$ cat src/hdl/gray_contrast_gauss_blur_3x3_top_macros.svh
// Assertion macros for the gray contrast blur block.
// Used by the top level; depends on nothing else.
`ifndef GRAY_CONTRAST_GAUSS_BLUR_3X3_TOP_MACROS_SVH
`define GRAY_CONTRAST_GAUSS_BLUR_3X3_TOP_MACROS_SVH

// The consequent must hold in the same cycle as the antecedent.
`define GCGB_ASSERT_SAME(label, clk, rst, ante, cons) \
   label: assert property (@(posedge clk) disable iff (rst) (ante) |-> (cons)) \
      else $error("gcgb assertion failed");

// The consequent must hold in the cycle after the antecedent.
`define GCGB_ASSERT_NEXT(label, clk, rst, ante, cons) \
   label: assert property (@(posedge clk) disable iff (rst) (ante) |=> (cons)) \
      else $error("gcgb assertion failed");

`endif

$ cat src/hdl/gcgb_ram.sv
// Generic single-port-write, single-port-read RAM with registered read data.
// Read data holds while the read enable is low; a read of the entry being
// written returns the old contents. Depends on nothing.
module gcgb_ram #(
   parameter int unsigned Width = 8,
   parameter int unsigned Depth = 16
) (
   input  logic                     clock,
   input  logic                     wr_en,
   input  logic [$clog2(Depth)-1:0] wr_addr,
   input  logic [Width-1:0]         wr_data,
   input  logic                     rd_en,
   input  logic [$clog2(Depth)-1:0] rd_addr,
   output logic [Width-1:0]         rd_data
);

   logic [Width-1:0] mem_ff [Depth];
   logic [Width-1:0] rd_data_ff;

   always_ff @(posedge clock) begin
      if (rd_en) begin
         rd_data_ff <= mem_ff[rd_addr];
      end
      if (wr_en) begin
         mem_ff[wr_addr] <= wr_data;
      end
   end

   assign rd_data = rd_data_ff;

endmodule

$ cat config.mk
export PLATFORM = sky130hd
export DESIGN_NAME = gcgb_ram
export DESIGN_NICKNAME = d
export VERILOG_FILES = /design/src/hdl/gray_contrast_gauss_blur_3x3_top_macros.svh /design/src/hdl/gcgb_ram.sv
export SDC_FILE = /design/constraint.sdc
export NUM_CORES = 1
export LEC_CHECK = 0
export ABC_AREA = 1
export ABC_CLOCK_PERIOD_IN_PS = 2000
export BUFFER_PORTS_ARGS = -buffer_cell sky130_fd_sc_hd__buf_2
export CORE_ASPECT_RATIO = 1.25
export CORE_MARGIN = 2
export CORE_UTILIZATION = 40
export CTS_CLUSTER_DIAMETER = 50
export DETAILED_ROUTE_END_ITERATION = 16
export PLACE_DENSITY_LB_ADDON = 0.15
export SKIP_LAST_GASP = 1
export SLEW_MARGIN = 15
export SYNTH_ARGS = -nofsm -noshare
export SYNTH_HDL_FRONTEND = slang
export SYNTH_SLANG_ARGS = --single-unit
$ cat constraint.sdc
create_clock -name clock -period 2 [get_ports clock]
set_clock_uncertainty 0.15 [all_clocks]
set_input_delay 0.5 -clock clock [delete_from_list [all_inputs] [get_ports clock]]
set_output_delay 0.5 -clock clock [all_outputs]
set_load 0.05 [all_outputs]
==> results by group, run 1 <==
Timing
  • Fin crit share: 86.66%
  • Final hold violations: 0
  • Fin crit period: 1.733 ns
  • RSZ-0062 raised after global routing: false
  • Slew @ Worst Pin: 0.6255 ns
  • Relative slew margins: 58.24%
  • Setup TNS Final: 0 ns
  • Fin. max-slew vios: 0
  • Max Clock Freq: 577.0 MHz
  • Final setup fails: 0

Drt
  • Via density: 4.949
  • DR iter-0 viols: 250
  • Remaining routing DRC violations: 0
  • Overall routed net length: 13900 microns
  • Drt first pass iters: 5
  • Vias: 3900
  • WL/cell: 17.64 microns
  • ANT nets after route: 0

Clock network
  • Clock Path Buffers: 2
  • Clk Latency, worst-skew pair: 0.41 ns
  • Post_cts resized: 0
  • CTS tree: yes
  • Cts bufs inserted: 17
  • Clock slew at reported path FFs: 0.06 ns
  • H-tree lvl count: 4
  • Post CTS Setup Buffer Count: 0
  • CTS Hold Bufs: 0
  • Root Buffer: clkbuf_16
  • Sink Count: 136

Critical path
  • Worst path top cell family by delay: flip-flops
  • Critical-path cell list: buf_2
  • CP peak stage delay: 0.39 ns
  • Crit path required time: 1.35 ns
  • Crit path kind: reg2out
  • Critical Path AT: 1.08 ns
  • Max FO, Critical Path: 1
  • CP Buf/Inv Count: 1
  • Critical Path Start Type: flop
  • Crit path max-delay cell type: edfxtp_1
  • Crit end category: output pin

Die
  • Die height: 139.2 microns
  • Core area: 0.01435 sq mm
  • Placement Rows: 49
  • Initial Util: 40.76%
  • Io pins: 27
  • Die footprint: 0.01561 sq mm
  • Width of the die: 112.1 microns

Finish
  • Ant. Diodes: 0
  • Number of fill cells in the layout: 1352
  • Area delta synth->final: 17.10%
  • Share of cells above drive strength 1: 13.11%
  • Commonest non-fill, non-tap cell in the layout: nand2_1
  • Post-route core utilization: 47.72%
  • Nets@finish: 617
  • Commonest cells after routing, fill and taps aside: nand2_1, edfxtp_1, inv_1, nand3_1, buf_2

Power
  • Total power: 6.723 mW
  • Clk network pwr share: 45.2%
  • Int Pwr: 5.271 mW
  • Leak: 2.965 nW
  • Power density cells: 982.0 mW/mm^2
  • NetSw: 1.453 mW
  • Combinational power share: 6.7%
  • Sw Share: 21.61%
  • Reg power frac: 48.1%
  • VDD IR max: 0.6347 mV

Worst hold path
  • Hold Path Class: in2reg

Logic synthesis
  • Post-synthesis compound-gate area fraction: 0%
  • Post-Syn Nets: 570
  • Register area share after synthesis: 69.85%
  • Adder-cell share of the synthesized area: 0%
  • Post-Synth XOR/XNOR Area: 0%
  • Largest family of logic cells by synthesized area: simple AND/OR/NAND/NOR gates
  • Mux cell area share after synthesis: 0%
  • Synth unique cells: 11
  • Simple-gate share of the synthesized area: 20.76%
  • Syn_area_per_cell: 10.61 sq um
  • Yosys reg bits: 136
  • Synth warn: 0
  • Syn Inst Count: 551
  • Synthesized cell area: 0.005847 sq mm

Global route
  • Total global-route track usage: 18.66%
  • Vias in the first global route: 3760
  • First-pass GRT wire length: 21340 microns
  • Largest net degree at the start of global routing: 45
  • Initial antenna violation count: 0
  • Grt total ovfl: 0

Placement
  • Final HPWL DP: 8891 microns
  • Port Buffers: 26
  • Final GP Congestion: 0.8668

Job
  • Max Cap Violations: 0

Status
  • Status: finished clean
==> through the flow <==
| step | hold slack (ns) | cells | setup WS [ns] | area [sq um] |
|---|---|---|---|---|
| 3_5_place_dp | 0.5762 | 757 | 0.04955 | 6279 |
| 2_1_floorplan | 0.4489 | 551 | 0.3992 | 5847 |
| 3_3_place_gp | 0.5729 | 757 | 0.05881 | 6279 |
| 4_1_cts | 0.2990 | 788 | 0.2431 | 6847 |
| 5_1_grt | 0.2996 | 788 | 0.2336 | 6847 |
| 6_report | 0.3132 | 788 | 0.2668 | 6847 |
==> power groups by stage <==
| stage | Sequential [mW] | Combinational, mW | Clock [mW] |
|---|---|---|---|
| after global routing | 3.24 | 0.497 | 3.21 |
| after detailed placement | 3.29 | 0.458 | 0 |
| after CTS | 3.23 | 0.460 | 3.09 |
| final | 3.23 | 0.452 | 3.04 |
| after global placement | 3.29 | 0.454 | 0 |
| after floorplan | 3.33 | 0.225 | 0 |
==> final cells by class <==
| type | instances | area, sq um | share of cell area (%) |
|---|---|---|---|
| clock inverters | 11 | 131.4 | 1.919 |
| clock buffers | 20 | 436.7 | 6.378 |
| flip-flops and latches | 136 | 4084 | 59.65 |
| inverters | 102 | 382.9 | 5.592 |
| well taps | 178 | 222.7 | 3.253 |
| repair buffers | 52 | 375.4 | 5.482 |
| multi-input cells | 289 | 1214 | 17.73 |
==> cell families after synthesis <==
family | after synthesis
flops | 136
buf+inv | 126
simple gates | 289
==> cell usage after synthesis <==
cell	count	area, sq um
buf_4	4	30.03
nor2_1	17	63.81
edfxtp_1	136	4084
inv_1	100	375.4
nand3b_1	2	15.01
buf_1	1	3.750
inv_2	2	7.510
nand2_1	173	649.4
buf_6	6	67.56
nand3_1	97	485.5
buf_2	13	65.06
==> state kept, by name (all words and copies together), names as in the netlist <==
signal,count
mem_ff,128
rd_data,8
==> per-layer routing <==
layer,share of wire (%),wire length (microns),track usage [%],up-vias
li1,-,-,-,1877
met2,50,6937,31.17,118
met4,3.0,416,7.831,0
met3,5.0,699,4.458,25
met1,42,5844,23.25,1880
met5,0,0,0,-
==> worst paths after layout <==
kind / startpoint / to / slack (ns) / depth (start not counted)
worst max-delay path: rd_data[3] / rd_data[3] / 0.27 / 1
worst min-delay path: rd_en / rd_data[4] / 0.31 / 1
worst max register to register: mem_ff[1][0] / rd_data[0] / 0.71 / 6
worst min register to register: mem_ff[14][4] / rd_data[4] / 0.59 / 6
No activity file was read; power rests on OpenSTA's default activity.
==> run 2: changes to the inputs <==
--- a/config.mk
+++ b/config.mk
@@ -8,8 +8,10 @@
 export ABC_AREA = 1
 export ABC_CLOCK_PERIOD_IN_PS = 2000
 export BUFFER_PORTS_ARGS = -buffer_cell sky130_fd_sc_hd__buf_2
+export CELL_PAD_IN_SITES_DETAIL_PLACEMENT = 1
+export CELL_PAD_IN_SITES_GLOBAL_PLACEMENT = 2
 export CORE_ASPECT_RATIO = 1.25
-export CORE_MARGIN = 2
+export CORE_MARGIN = 3
 export CORE_UTILIZATION = 40
 export CTS_CLUSTER_DIAMETER = 50
 export DETAILED_ROUTE_END_ITERATION = 16
==> results by group, run 2 (synthesis results as in run 1) <==
Status
  • Status: finished clean (unchanged)

Global route
  • Total global-route track usage: 20.52% (was 18.66%)
  • Initial antenna violation count: 0 (unchanged)
  • First-pass GRT wire length: 24050 microns (was 21340 microns)
  • Vias in the first global route: 4114 (was 3760)
  • Grt total ovfl: 0 (unchanged)
  • Largest net degree at the start of global routing: 36 (was 45)

Drt
  • Drt first pass iters: 4 (was 5)
  • Overall routed net length: 15420 microns (was 13900 microns)
  • Via density: 4.948 (was 4.949)
  • DR iter-0 viols: 224 (was 250)
  • ANT nets after route: 0 (unchanged)
  • Remaining routing DRC violations: 0 (unchanged)
  • Vias: 3884 (was 3900)
  • WL/cell: 19.64 microns (was 17.64 microns)

Die
  • Die footprint: 0.01611 sq mm (was 0.01561 sq mm)
  • Die height: 141.2 microns (was 139.2 microns)
  • Width of the die: 114.1 microns (was 112.1 microns)
  • Placement Rows: 48 (was 49)
  • Io pins: 27 (unchanged)
  • Initial Util: 41.60% (was 40.76%)
  • Core area: 0.01405 sq mm (was 0.01435 sq mm)

Critical path
  • Crit path kind: reg2out (unchanged)
  • CP Buf/Inv Count: 1 (unchanged)
  • Worst path top cell family by delay: flip-flops (unchanged)
  • Crit path required time: 1.35 ns (about the same)
  • Critical-path cell list: buf_2 (unchanged)
  • CP peak stage delay: 0.36 ns (was 0.39 ns)
  • Crit end category: output pin (unchanged)
  • Crit path max-delay cell type: edfxtp_1 (unchanged)
  • Max FO, Critical Path: 1 (unchanged)
  • Critical Path AT: 1.06 ns (was 1.08 ns)
  • Critical Path Start Type: flop (unchanged)

Power
  • VDD IR max: 0.5485 mV (was 0.6347 mV)
  • Clk network pwr share: 46.6% (was 45.2%)
  • Combinational power share: 6.7% (about the same)
  • Int Pwr: 5.408 mW (was 5.271 mW)
  • Reg power frac: 46.6% (was 48.1%)
  • Power density cells: 1007 mW/mm^2 (was 982.0 mW/mm^2)
  • Leak: 2.976 nW (was 2.965 nW)
  • NetSw: 1.523 mW (was 1.453 mW)
  • Sw Share: 21.98% (was 21.61%)

Clock network
  • Clock slew at reported path FFs: 0.06 ns (about the same)
  • CTS tree: yes (unchanged)
  • Clock Path Buffers: 2 (unchanged)
  • H-tree lvl count: 4 (unchanged)
  • Post_cts resized: 0 (unchanged)
  • CTS Hold Bufs: 0 (unchanged)
  • Root Buffer: clkbuf_16 (unchanged)
  • Post CTS Setup Buffer Count: 0 (unchanged)
  • Cts bufs inserted: 17 (unchanged)
  • Clk Latency, worst-skew pair: 0.42 ns (was 0.41 ns)
  • Sink Count: 136 (unchanged)

Timing
  • Fin crit period: 1.706 ns (was 1.733 ns)
  • Fin Hold WS: 0.3019 ns (was 0.3132 ns)
  • Slew @ Worst Pin: 0.6181 ns (was 0.6255 ns)
  • Fin crit share: 85.29% (was 86.66%)
  • Setup TNS Final: 0 ns (unchanged)
  • Final setup fails: 0 (unchanged)
  • Relative slew margins: 58.73% (was 58.24%)
  • Max Clock Freq: 586.2 MHz (was 577.0 MHz)
  • RSZ-0062 raised after global routing: false (unchanged)
  • Fin. max-slew vios: 0 (unchanged)
  • Final hold violations: 0 (unchanged)

Finish
  • Nets@finish: 617 (unchanged)
  • Share of cells above drive strength 1: 13.61% (was 13.11%)
  • Number of fill cells in the layout: 1564 (was 1352)
  • Max reg flops: 128 (unchanged)
  • Most flop-heavy register: mem_ff (unchanged)
  • Ant. Diodes: 0 (unchanged)
  • Commonest cells after routing, fill and taps aside: nand2_1, edfxtp_1, inv_1, nand3_1, buf_2 (unchanged)
  • Area delta synth->final: 17.74% (was 17.10%)
  • Commonest non-fill, non-tap cell in the layout: nand2_1 (unchanged)

Placement
  • Final HPWL DP: 9739 microns (was 8891 microns)
  • Port Buffers: 26 (unchanged)
  • Final GP Congestion: 0.7883 (was 0.8668)

Job
  • Max Cap Violations: 0 (unchanged)

Worst hold path
  • Hold Path Class: in2reg (unchanged)
[run 2: changes by cell type in the layout (fill, tap and decap cells not counted)]
cell / before / now
bufinv_16: 3 / 4
clkbuf_1: 3 / 1
clkinv_4: 1 / 3
clkinv_2: 5 / 3
clkinv_1: 2 / 1
clkinvlp_4: 0 / 2
[run 2: cell type report]
class                      count  area [sq um]  share of cell area (%)
tap                          175         219.0                   3.181
multi-input combinational    289          1214                   17.63
inverter                     102         382.9                   5.562
clock buffer                  18         429.2                   6.234
sequential                   136          4084                   59.32
timing repair buffer          52         375.4                   5.453
clock inverter                13         180.2                   2.617
[run 2: routing by layer]
layer  part of all wire, %  vias up  wire length [microns]  global-route usage [%]
met5                     0        -                      0                       0
met2                    51       84                   7906                   33.68
li1                      -     1879                      -                       -
met3                   4.5       10                    687                   4.594
met1                    43     1911                   6591                   26.91
met4                   1.5        0                    234                   6.942
[run 2: power groups by stage]
stage / sequential (mW) / clock (mW) / combinational [mW]
5_1_grt: 3.24 / 3.42 / 0.519
3_3_place_gp: 3.29 / 0 / 0.463
2_1_floorplan: 3.33 / 0 / 0.225
3_5_place_dp: 3.29 / 0 / 0.470
6_report: 3.23 / 3.23 / 0.467
4_1_cts: 3.23 / 3.28 / 0.477
[run 2: path summary, 6_finish.rpt]
check                                   to  cells past startpoint  slack [ns]          from
worst max-delay path            rd_data[1]                      1        0.29    rd_data[1]
worst min-delay path            rd_data[7]                      1        0.30         rd_en
worst max register to register  rd_data[4]                      6        0.65  mem_ff[1][4]
worst min register to register  rd_data[0]                      6        0.60  mem_ff[2][0]
[run 2: metrics by stage]
stage | worst slack, ns | instance area (sq um) | util [%] | instances | power (mW)
after floorplan | 0.3992 | 5847 | - | 551 | 3.559
after global placement | 0.009401 | 6275 | 44.65 | 754 | 3.753
after detailed placement | 0.01628 | 6275 | 44.65 | 754 | 3.762
after CTS | 0.2521 | 6884 | 48.99 | 785 | 6.991
after global routing | 0.2367 | 6884 | 48.99 | 785 | 7.175
final | 0.2942 | 6884 | 48.99 | 785 | 6.931
